**src/rtl/bre_pkg.sv**
```systemverilog
package bre_pkg;

  localparam int MAX_PORTS     = 4;
  localparam int ID_BITS       = 4;
  localparam int HOP_BITS      = 8;
  localparam int PORT_IDX_BITS = 2;
  localparam int PC_BITS       = 3;
  localparam int CFG_IDX_BITS  = 3;
  localparam int CFG_DATA_BITS = 4;

  typedef logic [ID_BITS-1:0]       id_t;
  typedef logic [HOP_BITS-1:0]      hop_t;
  typedef logic [PORT_IDX_BITS-1:0] port_idx_t;
  typedef logic [MAX_PORTS-1:0]     port_mask_t;
  typedef logic [PC_BITS-1:0]       port_cnt_t;
  typedef logic [CFG_IDX_BITS-1:0]  cfg_idx_t;
  typedef logic [CFG_DATA_BITS-1:0] cfg_data_t;

  localparam hop_t      HOP_MAX        = {HOP_BITS{1'b1}};
  localparam port_cnt_t PORT_COUNT_RST = PC_BITS'(MAX_PORTS);

  // Configuration register indexes.
  localparam cfg_idx_t CFG_OWN_ID     = 3'd0;
  localparam cfg_idx_t CFG_PORT_COUNT = 3'd1;
  localparam cfg_idx_t CFG_NEIGH_0    = 3'd2;
  localparam cfg_idx_t CFG_NEIGH_1    = 3'd3;
  localparam cfg_idx_t CFG_NEIGH_2    = 3'd4;
  localparam cfg_idx_t CFG_NEIGH_3    = 3'd5;

  typedef struct packed {
    id_t  root_id;
    id_t  sender_id;
    hop_t hops;
  } item_t;

  typedef struct packed {
    logic      found;
    port_idx_t port;
  } lookup_t;

  typedef struct packed {
    logic       do_forward;
    port_mask_t port_mask;
    id_t        root_id;
    hop_t       hops;
    logic       root_port_valid;
    port_idx_t  root_port_index;
  } result_t;

endpackage

```
**src/rtl/bre_port_find.sv**
```systemverilog
module bre_port_find (
  input  bre_pkg::id_t                      sender_id,
  input  bre_pkg::id_t [bre_pkg::MAX_PORTS-1:0] neighbor_id,
  input  bre_pkg::port_mask_t               used_mask,
  output bre_pkg::lookup_t                  lookup
);
  import bre_pkg::*;

  // Scan from the top so that the lowest matching port wins.
  always_comb begin
    lookup = '0;
    for (int i = MAX_PORTS - 1; i >= 0; i--) begin
      if (used_mask[i] && (neighbor_id[i] == sender_id)) begin
        lookup.found = 1'b1;
        lookup.port  = PORT_IDX_BITS'(i);
      end
    end
  end

endmodule

```
**src/rtl/bre_elect.sv**
```systemverilog
module bre_elect (
  input  logic                clk,
  input  logic                rst_n,
  input  logic                restart,
  input  bre_pkg::id_t        restart_root,
  input  logic                update,
  input  bre_pkg::item_t      item,
  input  bre_pkg::lookup_t    lookup,
  input  bre_pkg::id_t        own_id,
  input  bre_pkg::port_mask_t used_mask,
  output bre_pkg::result_t    result
);
  import bre_pkg::*;

  id_t        root_r,    root_nxt;
  hop_t       hop_r,     hop_nxt;
  port_idx_t  rport_r,   rport_nxt;
  logic       rset_r,    rset_nxt;
  port_mask_t blocked_r, blocked_nxt;

  hop_t path;
  logic accept;
  logic block;
  logic forward;

  assign path = (item.hops == HOP_MAX) ? HOP_MAX : item.hops + hop_t'(1);

  always_comb begin
    root_nxt    = root_r;
    hop_nxt     = hop_r;
    rport_nxt   = rport_r;
    rset_nxt    = rset_r;
    blocked_nxt = blocked_r;
    accept      = 1'b0;
    block       = 1'b0;

    priority if (item.root_id < root_r) begin
      root_nxt = item.root_id;
      hop_nxt  = path;
      accept   = 1'b1;
    end else if (item.root_id == root_r) begin
      priority if (path < hop_r) begin
        hop_nxt = path;
        accept  = 1'b1;
      end else if (path == hop_r) begin
        accept = item.sender_id < own_id;
        block  = item.sender_id > own_id;
      end else begin
        block = 1'b1;
      end
    end else begin
      // A message naming a higher root is ignored.
      block = 1'b0;
    end

    // The root port is blocked too, so nothing goes back upstream.
    if (accept) begin
      rset_nxt = lookup.found;
      if (lookup.found) begin
        rport_nxt   = lookup.port;
        blocked_nxt = blocked_r | (port_mask_t'(1) << lookup.port);
      end
    end else if (block && lookup.found) begin
      blocked_nxt = blocked_r | (port_mask_t'(1) << lookup.port);
    end

    forward = accept && (root_nxt != own_id);
  end

  always_comb begin
    result.do_forward      = forward;
    result.port_mask       = forward ? (~blocked_nxt & used_mask) : '0;
    result.root_id         = root_nxt;
    result.hops            = hop_nxt;
    result.root_port_valid = rset_nxt;
    result.root_port_index = rset_nxt ? rport_nxt : '0;
  end

  always_ff @(posedge clk) begin
    if (!rst_n) begin
      root_r    <= '0;
      hop_r     <= '0;
      rport_r   <= '0;
      rset_r    <= 1'b0;
      blocked_r <= '0;
    end else if (restart) begin
      root_r    <= restart_root;
      hop_r     <= '0;
      rport_r   <= '0;
      rset_r    <= 1'b0;
      blocked_r <= '0;
    end else if (update) begin
      root_r    <= root_nxt;
      hop_r     <= hop_nxt;
      rport_r   <= rport_nxt;
      rset_r    <= rset_nxt;
      blocked_r <= blocked_nxt;
    end
  end

endmodule

```
**src/rtl/bridge_root_election_step.sv**
```systemverilog
// Channel   Direction  Handshake           Payload
// in_       input      in_valid/in_stall   msg_root_id, msg_sender_id, msg_hops
// out_      output     out_valid/out_stall do_forward, out_port_mask, out_root_id,
//                                          out_hops, root_port_valid, root_port_index
// cfg_      input      cfg_wr_en           cfg_index, cfg_data
//
// One item per cycle is sustained while the result side does not stall; an item
// moves from acceptance through the input register, then the result register.
// The election state is updated in the same cycle as the result is computed.
// Reset is synchronous, active low, and restores all but item and result data.
// A stall on the result side holds the result and then backs up the input.
module bridge_root_election_step (
  input  logic                   clk,
  input  logic                   rst_n,
  input  logic                   in_valid,
  output logic                   in_stall,
  input  bre_pkg::id_t           in_msg_root_id,
  input  bre_pkg::id_t           in_msg_sender_id,
  input  bre_pkg::hop_t          in_msg_hops,
  output logic                   out_valid,
  input  logic                   out_stall,
  output logic                   out_do_forward,
  output bre_pkg::port_mask_t    out_out_port_mask,
  output bre_pkg::id_t           out_out_root_id,
  output bre_pkg::hop_t          out_out_hops,
  output logic                   out_root_port_valid,
  output bre_pkg::port_idx_t     out_root_port_index,
  input  logic                   cfg_wr_en,
  input  bre_pkg::cfg_idx_t      cfg_index,
  input  bre_pkg::cfg_data_t     cfg_data
);
  import bre_pkg::*;

  id_t                  own_id_r;
  port_cnt_t            port_count_r;
  id_t [MAX_PORTS-1:0]  neigh_r;

  logic     item_valid_r, item_valid_nxt;
  item_t    item_r;
  logic     res_valid_r;
  result_t  res_r;
  result_t  res_nxt;
  lookup_t  lookup;
  port_mask_t used_mask;
  logic     advance;
  logic     in_take;
  logic     restart;

  assign advance  = !res_valid_r || !out_stall;
  assign in_stall = item_valid_r && !advance;
  assign in_take  = in_valid && !in_stall;
  assign restart  = cfg_wr_en && (cfg_index == CFG_OWN_ID);

  always_comb begin
    for (int i = 0; i < MAX_PORTS; i++) begin
      used_mask[i] = port_count_r > PC_BITS'(i);
    end
  end

  always_comb begin
    item_valid_nxt = item_valid_r;
    if (in_take) begin
      item_valid_nxt = 1'b1;
    end else if (advance) begin
      item_valid_nxt = 1'b0;
    end
  end

  always_ff @(posedge clk) begin
    if (!rst_n) begin
      own_id_r     <= '0;
      port_count_r <= PORT_COUNT_RST;
      neigh_r      <= '0;
    end else if (cfg_wr_en) begin
      unique case (cfg_index)
        CFG_OWN_ID:     own_id_r     <= cfg_data[ID_BITS-1:0];
        CFG_PORT_COUNT: port_count_r <= cfg_data[PC_BITS-1:0];
        CFG_NEIGH_0:    neigh_r[0]   <= cfg_data[ID_BITS-1:0];
        CFG_NEIGH_1:    neigh_r[1]   <= cfg_data[ID_BITS-1:0];
        CFG_NEIGH_2:    neigh_r[2]   <= cfg_data[ID_BITS-1:0];
        CFG_NEIGH_3:    neigh_r[3]   <= cfg_data[ID_BITS-1:0];
        default: ;
      endcase
    end
  end

  always_ff @(posedge clk) begin
    if (!rst_n) begin
      item_valid_r <= 1'b0;
      res_valid_r  <= 1'b0;
    end else begin
      item_valid_r <= item_valid_nxt;
      if (advance) begin
        res_valid_r <= item_valid_r;
      end
    end
  end

  always_ff @(posedge clk) begin
    if (in_take) begin
      item_r.root_id   <= in_msg_root_id;
      item_r.sender_id <= in_msg_sender_id;
      item_r.hops      <= in_msg_hops;
    end
    if (advance && item_valid_r) begin
      res_r <= res_nxt;
    end
  end

  bre_port_find u_port_find (
    .sender_id   (item_r.sender_id),
    .neighbor_id (neigh_r),
    .used_mask   (used_mask),
    .lookup      (lookup)
  );

  bre_elect u_elect (
    .clk          (clk),
    .rst_n        (rst_n),
    .restart      (restart),
    .restart_root (cfg_data[ID_BITS-1:0]),
    .update       (advance && item_valid_r),
    .item         (item_r),
    .lookup       (lookup),
    .own_id       (own_id_r),
    .used_mask    (used_mask),
    .result       (res_nxt)
  );

  assign out_valid           = res_valid_r;
  assign out_do_forward      = res_r.do_forward;
  assign out_out_port_mask   = res_r.port_mask;
  assign out_out_root_id     = res_r.root_id;
  assign out_out_hops        = res_r.hops;
  assign out_root_port_valid = res_r.root_port_valid;
  assign out_root_port_index = res_r.root_port_index;

endmodule

```
**config.mk**
```make
export PLATFORM = sky130hd
export DESIGN_NAME = bridge_root_election_step
export DESIGN_NICKNAME = d
export VERILOG_FILES = /design/src/rtl/bre_pkg.sv /design/src/rtl/bre_port_find.sv /design/src/rtl/bre_elect.sv /design/src/rtl/bridge_root_election_step.sv
export SDC_FILE = /design/constraint.sdc
export NUM_CORES = 1
export LEC_CHECK = 0
export BUFFER_PORTS_ARGS = -buffer_cell sky130_fd_sc_hd__buf_2
export CORE_UTILIZATION = 35
export CTS_BUF_LIST = sky130_fd_sc_hd__clkbuf_8 sky130_fd_sc_hd__clkbuf_16
export DETAILED_ROUTE_END_ITERATION = 16
export PLACE_DENSITY = 0.52
export SLEW_MARGIN = 25
export SYNTH_ARGS = -nofsm -noshare
export SYNTH_HDL_FRONTEND = slang
export SYNTH_SLANG_ARGS = --single-unit
```
**constraint.sdc**
```tcl
create_clock -name clk -period 3.7 [get_ports clk]
set_input_delay 0.185 -clock clk [delete_from_list [all_inputs] [get_ports clk]]
set_output_delay 0.185 -clock clk [all_outputs]
set_load 0.05 [all_outputs]
```
After elaboration in Yosys (flattened, before gate mapping)
Index checks and enable logic that the tools add are counted.

operators by class
  $add $sub $neg = 1
  multipliers = 0
  divide/modulo/power cells = 0
  magnitude comparators = 8
  equal/unequal tests = 13
  shifts and indexed selects = 1
  multiplexer cells = 27
  bitwise gates (word level) = 4
  reduce and logical (&&, ||, !) cells = 25

operators by type and width
  cell                                                           number
  2-to-1 mux 8 bit                                               4
  2-to-1 mux 4 bit                                               6
  equality test 4 bit                                            5
  2-to-1 mux 3 bit                                               4
  AND reduction 2 bit                                            6
  2-to-1 mux 1 bit                                               11
  logical AND 1 bit                                              10
  adder 8 x 1 -> 8 bit, second input constant                    1
  equality test 8 bit                                            1
  equality test 8 bit, second input constant                     1
  < comparator 4 bit                                             2
  < comparator 8 bit                                             1
  equality test 3 x 2 -> 1 bit, second input constant            2
  equality test 3 bit, second input constant                     2
  greater-than comparator 3 x 1 -> 1 bit, second input constant  2
  greater-than comparator 3 x 2 -> 1 bit, second input constant  2
  AND 4 bit                                                      1
  greater-than comparator 4 bit                                  1
  logical NOT 1 bit                                              4
  2-to-1 mux 2 bit                                               2
  != test 4 bit                                                  1
  inverter 4 bit                                                 1
  OR 4 bit                                                       1
  nonzero test 2 bit                                             2
  6 further kinds                                                6

word-level totals
  bits in registers = 80
  latch bits = 0
  memory bits (writable) = 0
  memory bits (read-only) = 0
  output and inout bits = 22
  memories = 0

Depth between registers and ports, before layout
Gate-level depths: netlist of run 1.

  depth in word-level cells = 12
  depth in mapped cells = 14
  gate-level depth less buffers = 13

Hierarchy
From an unflattened synthesis of run 1, not the netlist that was laid out.

second synthesis, totals
  cells, all modules = 391
  area total of the unflattened synthesis = 4129.0 um^2

by module, submodules not included
  module                     times used  cells an instance  area an instance (um^2)  sequential area each (um^2)
  bridge_root_election_step  1           134                2093.3                   1581.5
  bre_elect                  1           227                1801.7                   380.4
  bre_port_find              1           30                 234.0                    0.0

Worst setup path after synthesis of run 1
Ideal clock, no wire load.

  kind = reg2reg
  start = reg item_r[4] in the netlist's numbering
  end = reg res_r (netlist bit out_root_port_valid) (data pin)
  setup time = 0.260 ns
  arrival time = 2.500 ns
  required time = 3.440 ns
  path slack = 0.940 ns
  cell stages (with the launch flop) = 13
  period minus slack after synthesis = 2.760 ns
  cells stage by stage = edfxtp_1 -> and4_1 -> and2_1 -> nand3_1 -> nor3_1 -> a21oi_1 -> ha_1 -> a211oi_1 -> o21ai_1 -> o21ai_2 -> or2_1 -> buf_4 -> mux2_2

RTL lines
  item                  RTL line                          text
  start, declared       bridge_root_election_step.sv:39   item_t item_r;
  end signal, assigned  bridge_root_election_step.sv:106  res_r <= res_nxt;
  end, declared         bridge_root_election_step.sv:41   result_t res_r;

Worst setup path after layout of run 1
  start = reg item_r[4] in the netlist's numbering
  end = reg res_r (netlist bit out_out_port_mask[3]) (data pin)

on the way
  longest elaborated chain between the ends = 12
  elaborated cells on any way between the ends = 19
  classes of those cells = add/sub: 1; order compare: 1; eq/ne: 2; mux: 11; bitwise: 2; reduce/logical: 2

RTL lines
  item                                                         RTL line         text
  adder 8 x 1 -> 8 bit or equality test 8 bit (tied branches)  bre_elect.sv:26  assign path = (item.hops == HOP_MAX) ? HOP_MAX : item.hops + hop_t'(1);
  2-to-1 mux 8 bit (*)                                         bre_elect.sv:26
  branches (longest 10 deep; another with < comparator 8 bit)  --

Every way passes the cells marked *.
A chain may end at the register's enable or synchronous reset.

==> results.md, run 1 <==
- Cells with a size suffix above 1 make up between 15 and 20% of the layout.
- For the pin with the worst max-slew slack, the measured transition is approximately 800 ps.
- The detailed router put a total of 4250 microns of wire on met1.
- The number of antenna violations at the first check in global routing came to 0.
- The insertion delay of the later-clocked pin in the worst-skew pair is ~340 ps.
- The final number of hold-violating endpoints is 0.
- The cell type with the largest total area after synthesis is sky130_fd_sc_hd__edfxtp_1.
- The total met2 wirelength after detailed routing is 3760 microns.
- Clock tree synthesis found a total of 80 sinks.
- The worst-case IR drop observed on VDD is ~0.18 mV.
- The synthesis warning total is 0.
- The die outline area is 0.0117 sq mm.
- For this run, the leading register cell type out of synthesis is sky130_fd_sc_hd__dfxtp_1.
- The signal on the critical path passes through and4_1, and2_1, nand3_1, nand2b_1, ha_1, nor2b_1, o211ai_1, a21oi_1, o21ai_2, buf_4, o21bai_1, a2111oi_2.
- The sequential fraction of the synthesis area is roughly 50%.
- TritonCTS built the clock tree.
- After detailed routing, the average wire length per cell comes to about 15 microns.
- The count of buffers added by post-CTS timing repair for setup is 0.
- The number of nets with antenna violations after routing is 0.
- Measured against its own limit, the worst slew margin works out to between 40% and 50%.
- The post-cts hold buffer count is 0.
- The critical path start-end classification is reg -> reg.
- Setup repair after global routing left no endpoint under its margin.
- The count of endpoints failing setup in the final report is 0.
- The net count of the finished layout is around 470.
- The via total after detailed routing is around 2.8k.
- In this run the worst path has a maximum fanout of 10.
- The total inserted antenna cells is 0.
- Synthesis inferred 80 register bits.
- The TritonCTS buffer count is 9.
- The total nets after synthesis is about 420.
- The finished layout holds roughly 570 standard cells, fillers aside.
- The final routed wirelength across all metal layers is approximately 8500 microns.
- For this run, the total global-route usage over all layers was measured as 15.9%.
- The highest clock frequency the design can meet is ~330 MHz.
- The run finished with clean final reports.
- The number of placed instances, taps included, is roughly 550.
- By area the synthesized netlist is led by sky130_fd_sc_hd__edfxtp_1 27%, sky130_fd_sc_hd__dfxtp_1 22%, sky130_fd_sc_hd__ha_1 5.7%.
- In the finished design, the share of the clock period the worst path needs comes to 82.3%.
- Pin placement for this block handled 50 I/O pins.
- The class of the worst hold path is in -> reg.
- The via count of the first global-routing pass is between 2k and 3k.
- After synthesis, the netlist uses 48 different library cells.
- The fraction of post-synthesis cell area in the top cell type by area is between 20% and 30%.
- After detailed routing, the met3 layer carries ~320 microns of wire.
- The area of the core is roughly 0.011 sq mm.
- The remaining routing DRC violations is 0.
- In the layout the commonest cells are 49 x sky130_fd_sc_hd__buf_2, 44 x sky130_fd_sc_hd__dfxtp_1, 36 x sky130_fd_sc_hd__edfxtp_1.
- The standard-cell row count is 38.
- The arrival time reported for the critical path endpoint is 3180 ps.
- The count of buffers added on input and output ports is 49.
- The worst endpoint required time is 3840 ps.
- The half-perimeter wire length of the detailed placement result is a little over 6000 microns.
- The clock passes through at most 2 buffers.
- The clock-pin slew reported for the worst setup and hold paths after clock tree synthesis is 60 ps.
- Once the floorplan was initialized, standard cells occupied a little over a third of the core.
- The analysis attributes to cell leakage a power of around 1.8 nW.
- The sum of overflow across all layers after global routing is 0.
- The synthesized cell area is between 0.003 and 0.004 sq mm.
- The largest net degree at the start of global routing is 33.
- The horizontal extent of the die is around 110 microns.
- The area added between synthesis and finish is 16.7%.
- The count of pins over their slew limit is 0.
- The highest layer used for signal routing is met4.
- The sum of negative setup slack is 0 ps.
- The number of levels in the clock H-tree is 3.
- The root cell of the clock tree is sky130_fd_sc_hd__clkbuf_16.
- In the synthesized netlist, the number of instances is between 300 and 400.
- Dividing total power by cell area gives a power density of about 460 mW/mm^2.
- The slowest stage of the critical path belongs to the cell sky130_fd_sc_hd__edfxtp_1.
- For this run, asynchronously set or reset flops after synthesis account for 0%.
- The first global-routing pass estimated about 14000 microns of wire.
- The average instance in the mapped netlist occupies around 11 sq um.
- On the worst path, the slowest cell contributes a delay of around 430 ps.
- Measured on the finished design, the core utilization comes to a little over two fifths.
- The most frequent standard cell in the layout excluding fill and tap cells is sky130_fd_sc_hd__buf_2.
- The final RePlAce weighted congestion is slightly above 0.8.
- The tool flagged a number of max-cap violations equal to 0.
- The post-detailed-route via-to-cell ratio is about 5.0.
- Across the routed clock network, the largest skew measured is ~8.3 ps.
- The clock period could shrink to between 3000 and 4000 ps.
- The die boundary height is ~110 microns.
- The number of enable flip-flop cells after synthesis is 36.
- In this run, post-CTS repair resized a total of 0 instances.
- The number of design-rule violations left by the first detailed-router iteration is 107.
- The worst setup path is captured at a flop.
- The pre-antenna-repair detailed-routing pass consisted of 5 iterations.
- The sort of element at the start of the critical path is a flop.
==> critical path: cells and delay by family (launching register included) <==
family | cells | cell delay [ps]
buf+inv | 1 | 180
compound gates | 5 | 1010
fa+ha+maj | 1 | 310
simple gates | 5 | 920
flops | 1 | 430
==> logic make-up (layout without fill, tap and decap cells) <==
group | after synthesis | count (layout) | synth area share (%)
AND/OR/NAND/NOR | 125 | 125 | 16.8
buffers and inverters | 39 | 92 | 3.96
adder cells (fa/ha/maj) | 18 | 18 | 5.70
XOR/XNOR | 22 | 22 | 4.87
flip-flops | 80 | 80 | 49.6
multiplexers | 25 | 25 | 6.80
AO/OA/AOI/OAI | 66 | 66 | 12.3
==> layer usage <==
metal / up-vias / GRT usage, %
met1: 1336 / 22.3
li1: 1423 / -
met5: - / 0
met4: 0 / 7.82
met2: 51 / 23.7
met3: 11 / 2.77
==> layout make-up <==
class | count | area, sq um
Tap cell | 140 | 175
Sequential cell | 80 | 1960
Inverter | 23 | 86.3
Fill cell | 1096 | 6320
Multi-Input combinational cell | 256 | 1850
Clock buffer | 10 | 239
Clock inverter | 6 | 28.8
Timing Repair Buffer | 53 | 275
==> metrics by stage <==
step                      power, mW  setup slack (ps)  area, sq um  hold slack (ps)
after detailed placement       1.34               664         4350              363
after global placement         1.33               808         4350              361
final                          2.12               657         4610             19.4
after global routing           2.22               321         4610             10.3
after floorplan                1.25               940         3950              284
after CTS                      2.14               631         4610             9.55
==> where the power goes <==
part,internal (mW),leakage [nW],switching (mW)
sequential,0.972,0.704,0.0272
clock,0.463,0.138,0.344
combinational,0.113,0.961,0.203
total,1.55,1.80,0.574
==> synth_stat cells, types with 3 or more instances <==
library cell / instances
sky130_fd_sc_hd__nand3_1: 12
sky130_fd_sc_hd__nand4_1: 5
sky130_fd_sc_hd__a21oi_1: 18
sky130_fd_sc_hd__o211ai_1: 6
sky130_fd_sc_hd__and2_1: 3
sky130_fd_sc_hd__dfxtp_1: 44
sky130_fd_sc_hd__nor2_1: 17
sky130_fd_sc_hd__xnor2_1: 12
sky130_fd_sc_hd__nor3_1: 9
sky130_fd_sc_hd__nand2b_1: 4
sky130_fd_sc_hd__edfxtp_1: 36
sky130_fd_sc_hd__a21boi_0: 8
sky130_fd_sc_hd__buf_2: 5
sky130_fd_sc_hd__xor2_1: 10
sky130_fd_sc_hd__o21ai_0: 8
sky130_fd_sc_hd__ha_1: 18
sky130_fd_sc_hd__a31oi_1: 8
sky130_fd_sc_hd__inv_1: 23
sky130_fd_sc_hd__a211oi_1: 4
sky130_fd_sc_hd__nand2_1: 34
sky130_fd_sc_hd__mux2i_1: 21
sky130_fd_sc_hd__nor2b_1: 25
sky130_fd_sc_hd__clkbuf_1: 10
==> sequential cells by signal, indices dropped and copies added (netlist names) <==
register and count:
item_r 16, item_valid_r 1, neigh_r 16, out_do_forward 1
out_out_hops 8, out_out_port_mask 4, out_out_root_id 4, out_root_port_index 2
out_root_port_valid 1, out_valid 1, own_id_r 4, port_count_r 3
u_elect.blocked_r 4, u_elect.hop_r 8, u_elect.root_r 4, u_elect.rport_r 2
u_elect.rset_r 1
==> final timing paths <==
path	from	to	slack (ps)	cells after the start
setup reg to reg	item_r[4]	out_out_port_mask[3]	660	12
hold / removal	in_msg_root_id[3]	item_r[15]	20	1
setup / recovery	item_r[4]	out_out_port_mask[3]	660	12
hold reg to reg	u_elect.hop_r[6]	u_elect.hop_r[6]	450	2
Power figures use the tool's default switching activity.
==> run 2, diff against run 1 <==
Settings changed: PLACE_DENSITY 0.52 to 0.54.
Clock period 3.7 ns to 2.5 ns, I/O delays scaled along.
==> results.md, run 2 (synthesized netlist as in run 1, its figures left out) <==
- The effective utilization at floorplan is 36.2% (unchanged).
- The final number of hold-violating endpoints is 0 (unchanged).
- The average wire per cell in the routed design is 14.7 microns (-2.1%).
- The area added between synthesis and finish is 43.3%.
- The worst setup path is captured at a flop.
- The root cell of the clock tree is sky130_fd_sc_hd__clkbuf_16.
- Among the stages of the critical path, the cell type that occurs most often is sky130_fd_sc_hd__a21oi_2.
- The number of antenna violations at the first check in global routing is 0 (unchanged).
- The clock-pin slew reported for the worst setup and hold paths after clock tree synthesis is 70 ps (about the same).
- The length of the first detailed-routing pass in iterations is 4 (-1).
- The half-perimeter wire length of the detailed placement result is 6410 microns (+3.0%).
- The worst clock skew is 8.17 ps (-0.162 ps).
- The final RePlAce weighted congestion came to 0.834 (+3.4%).
- The largest net degree at the start of global routing came to 32 (-3.0%).
- The area of the core is 0.0109 sq mm (unchanged).
- The number of design-rule violations left by the first detailed-router iteration is 90 (-16%).
- The worst max-slew margin expressed relative to the limit is 49.0% (+2.8 points).
- The arrival time reported for the critical path endpoint is 2930 ps (-250 ps).
- The maximum root-to-sink buffer count is 2 (unchanged).
- The signal on the critical path passes through and4_1, and2_4, nand3_4, nor3_4, a21oi_2, ha_1, nand4_1, a21oi_2, o21ai_2, buf_4, buf_6, o21bai_4, a2111oi_4.
- The worst hold path depth is 2 (+1).
- The post-detailed-route via-to-cell ratio is 4.76 (-4.3%).
- The final setup slack of the worst path came to -285 ps (-942 ps).
- Setup repair after global routing could not meet its margin everywhere.
- The internal power contribution is 2.54 mW (+64%).
- The leakage power is 2.29 nW (+27%).
- The class of the worst hold path is in -> reg.
- The horizontal extent of the die came to 108 microns (unchanged).
- The total power density per cell area is 616 mW/mm^2 (+34%).
- The biggest cell delay along the critical path is 360 ps (-70 ps).
- The run finished, with violations left.
- The number of nets with antenna violations after routing came to 0 (unchanged).
- The highest clock frequency the design can meet came to 359 MHz (+9.3%).
- The remaining routing DRC violations was 0 (unchanged).
- The final routed wirelength across all metal layers is 9530 microns (+12%).
- The max-cap violation count is 0 (unchanged).
- Leaving out fill and tap cells, the most frequent cell in the layout is sky130_fd_sc_hd__buf_4.
- The die boundary height is 108 microns (unchanged).
- The count of clock tree sinks came to 80 (unchanged).
- The die outline area is 0.0117 sq mm (unchanged).
- The count of pins over their slew limit is 0 (unchanged).
- The post-placement setup slack is -272 ps (-936 ps).
- The slew at the pin closest to its max-slew limit is 759 ps (-45.8 ps).
- The via count of the first global-routing pass is 2968 (+8.5%).
- The area used by sequential logic in the layout came to 0.00196 sq mm (unchanged).
- The relative contribution of sequential cells to total power came to 42.3% (-4.8 points).
- The worst endpoint required time is 2650 ps (-1190 ps).
- The slowest library cell on the worst path is sky130_fd_sc_hd__edfxtp_1.
- The combinational power share is 20.8% (+5.9 points).
- The peak ir drop on the vdd network was 0.321 mV (+81%).
- The total net switching power is 0.946 mW (+65%).
- The top-level I/O count was 50 (unchanged).
- The total inserted antenna cells was 0 (unchanged).
- The TritonCTS buffer count is 9 (unchanged).
- The sum of negative setup slack is -6760 ps (-6760 ps).
- The sum of overflow across all layers after global routing is 0 (unchanged).
- The critical-path maximum fanout is 4 (-6).
- The final reports fail on setup timing.
- The fill cell total of the finished layout came to 981 (-10%).
- The proportion of total power due to net switching is 27.1% (+0.069 points).
- The final standard cell area without fillers is 0.00566 sq mm (+23%).
- The footprint of the multi-input gates is 0.00211 sq mm (+14%).
- The count of endpoints failing setup in the final report is 31 (+31).
- The clock tree from TritonCTS is built.
- In the layout the commonest cells are 59 x sky130_fd_sc_hd__buf_4, 49 x sky130_fd_sc_hd__buf_2, 44 x sky130_fd_sc_hd__dfxtp_1.
- The layout net count is 551 (+17%).
- The worst reg-to-reg path cell count is 13 (+1).
- The insertion delay of the later-clocked pin in the worst-skew pair is 340 ps (about the same).
- The sort of element at the start of the critical path is a flop.
- The via total after detailed routing is 3091 (+9.6%).
- The power share of the clock group is 36.9% (-1.1 points).
- The standard-cell row count came to 38 (unchanged).
- The final period utilization came to 111% (+29 points).
- The fraction of final layout cells sized beyond drive strength 1 is 37.3% (+17 points).
- The cell area after placement is 0.00470 sq mm (+8.2%).
- The critical path start-end classification is reg -> reg.
- The number of buffers inserted by port buffering is 49 (unchanged).
- The number of levels in the clock H-tree is 3 (unchanged).
- In the final layout, the registers with the most flip-flops are item_r x16, neigh_r x16.
- The post-layout minimum cycle time came to 2790 ps (-258 ps).
- The first-pass GRT wire length is 14800 microns (+5.6%).
- The total global-route track usage is 16.5% (+0.60 points).
## run 2: cell types whose count changed in the layout (fill, tap and decap cells not counted), sizes merged
cell         delta
buf            +63
dlygate4sd3    +16
clkbuf          +4
clkinv          +1
clkinvlp        -1
inv             -1
## run 2: power groups by stage
stage / Clock (mW) / Combinational [mW] / Sequential [mW]
floorplan: 0 / 0.279 / 1.57
global placement: 0 / 0.544 / 1.50
detailed placement: 0 / 0.550 / 1.50
CTS: 1.31 / 0.632 / 1.48
global route: 1.37 / 0.783 / 1.48
finish: 1.29 / 0.725 / 1.48
## run 2: final timing paths
path	slack, ps	from	to
min reg2reg	450	u_elect.hop_r[7]	u_elect.hop_r[7]
min	40	in_valid	item_valid_r
max reg2reg	-290	item_r[3]	out_out_port_mask[2]
max	-290	item_r[3]	out_out_port_mask[2]
## run 2: cell type report
| type | instances | area share (%) |
|---|---|---|
| timing repair buffer | 135 | 18.2 |
| clock buffer | 11 | 4.66 |
| tap | 140 | 3.09 |
| clock inverter | 5 | 0.552 |
| sequential | 80 | 34.6 |
| multi-input combinational | 256 | 37.3 |
| inverter | 23 | 1.52 |
## run 2: stage by stage
stage	utilization, %	hold WS, ps	power, mW	cells
floorplan	-	224	1.85	375
global placement	43.0	302	2.05	595
detailed placement	43.0	303	2.05	595
CTS	49.1	34.3	3.42	638
global route	51.8	44.4	3.63	650
finish	51.8	43.9	3.49	650
## run 2: critical path: cells and delay by family (launching register included)
kind	cells	cell delay [ps]
flip-flops	1	360
AND/OR/NAND/NOR	5	850
AO/OA/AOI/OAI	5	830
adder cells (fa/ha/maj)	1	290
buffers and inverters	2	260
## run 2: layer usage
layer,vias to the layer above,global-route usage [%],wire [microns]
met4,0,4.73,106
met1,1448,21.2,4520
li1,1586,-,-
met2,49,27.3,4530
met3,8,4.40,364
met5,-,0,0
## run 2: repair_timing
action                                  in CTS  in global routing
endpoints found under the hold margin       16                  0
pin swaps                                    7                 20
hold buffers                                16                  0
gates cloned                                 0                  4
endpoints found under the setup margin      23                 31
resized for setup                           26                 31
buffers inserted                            11                  8
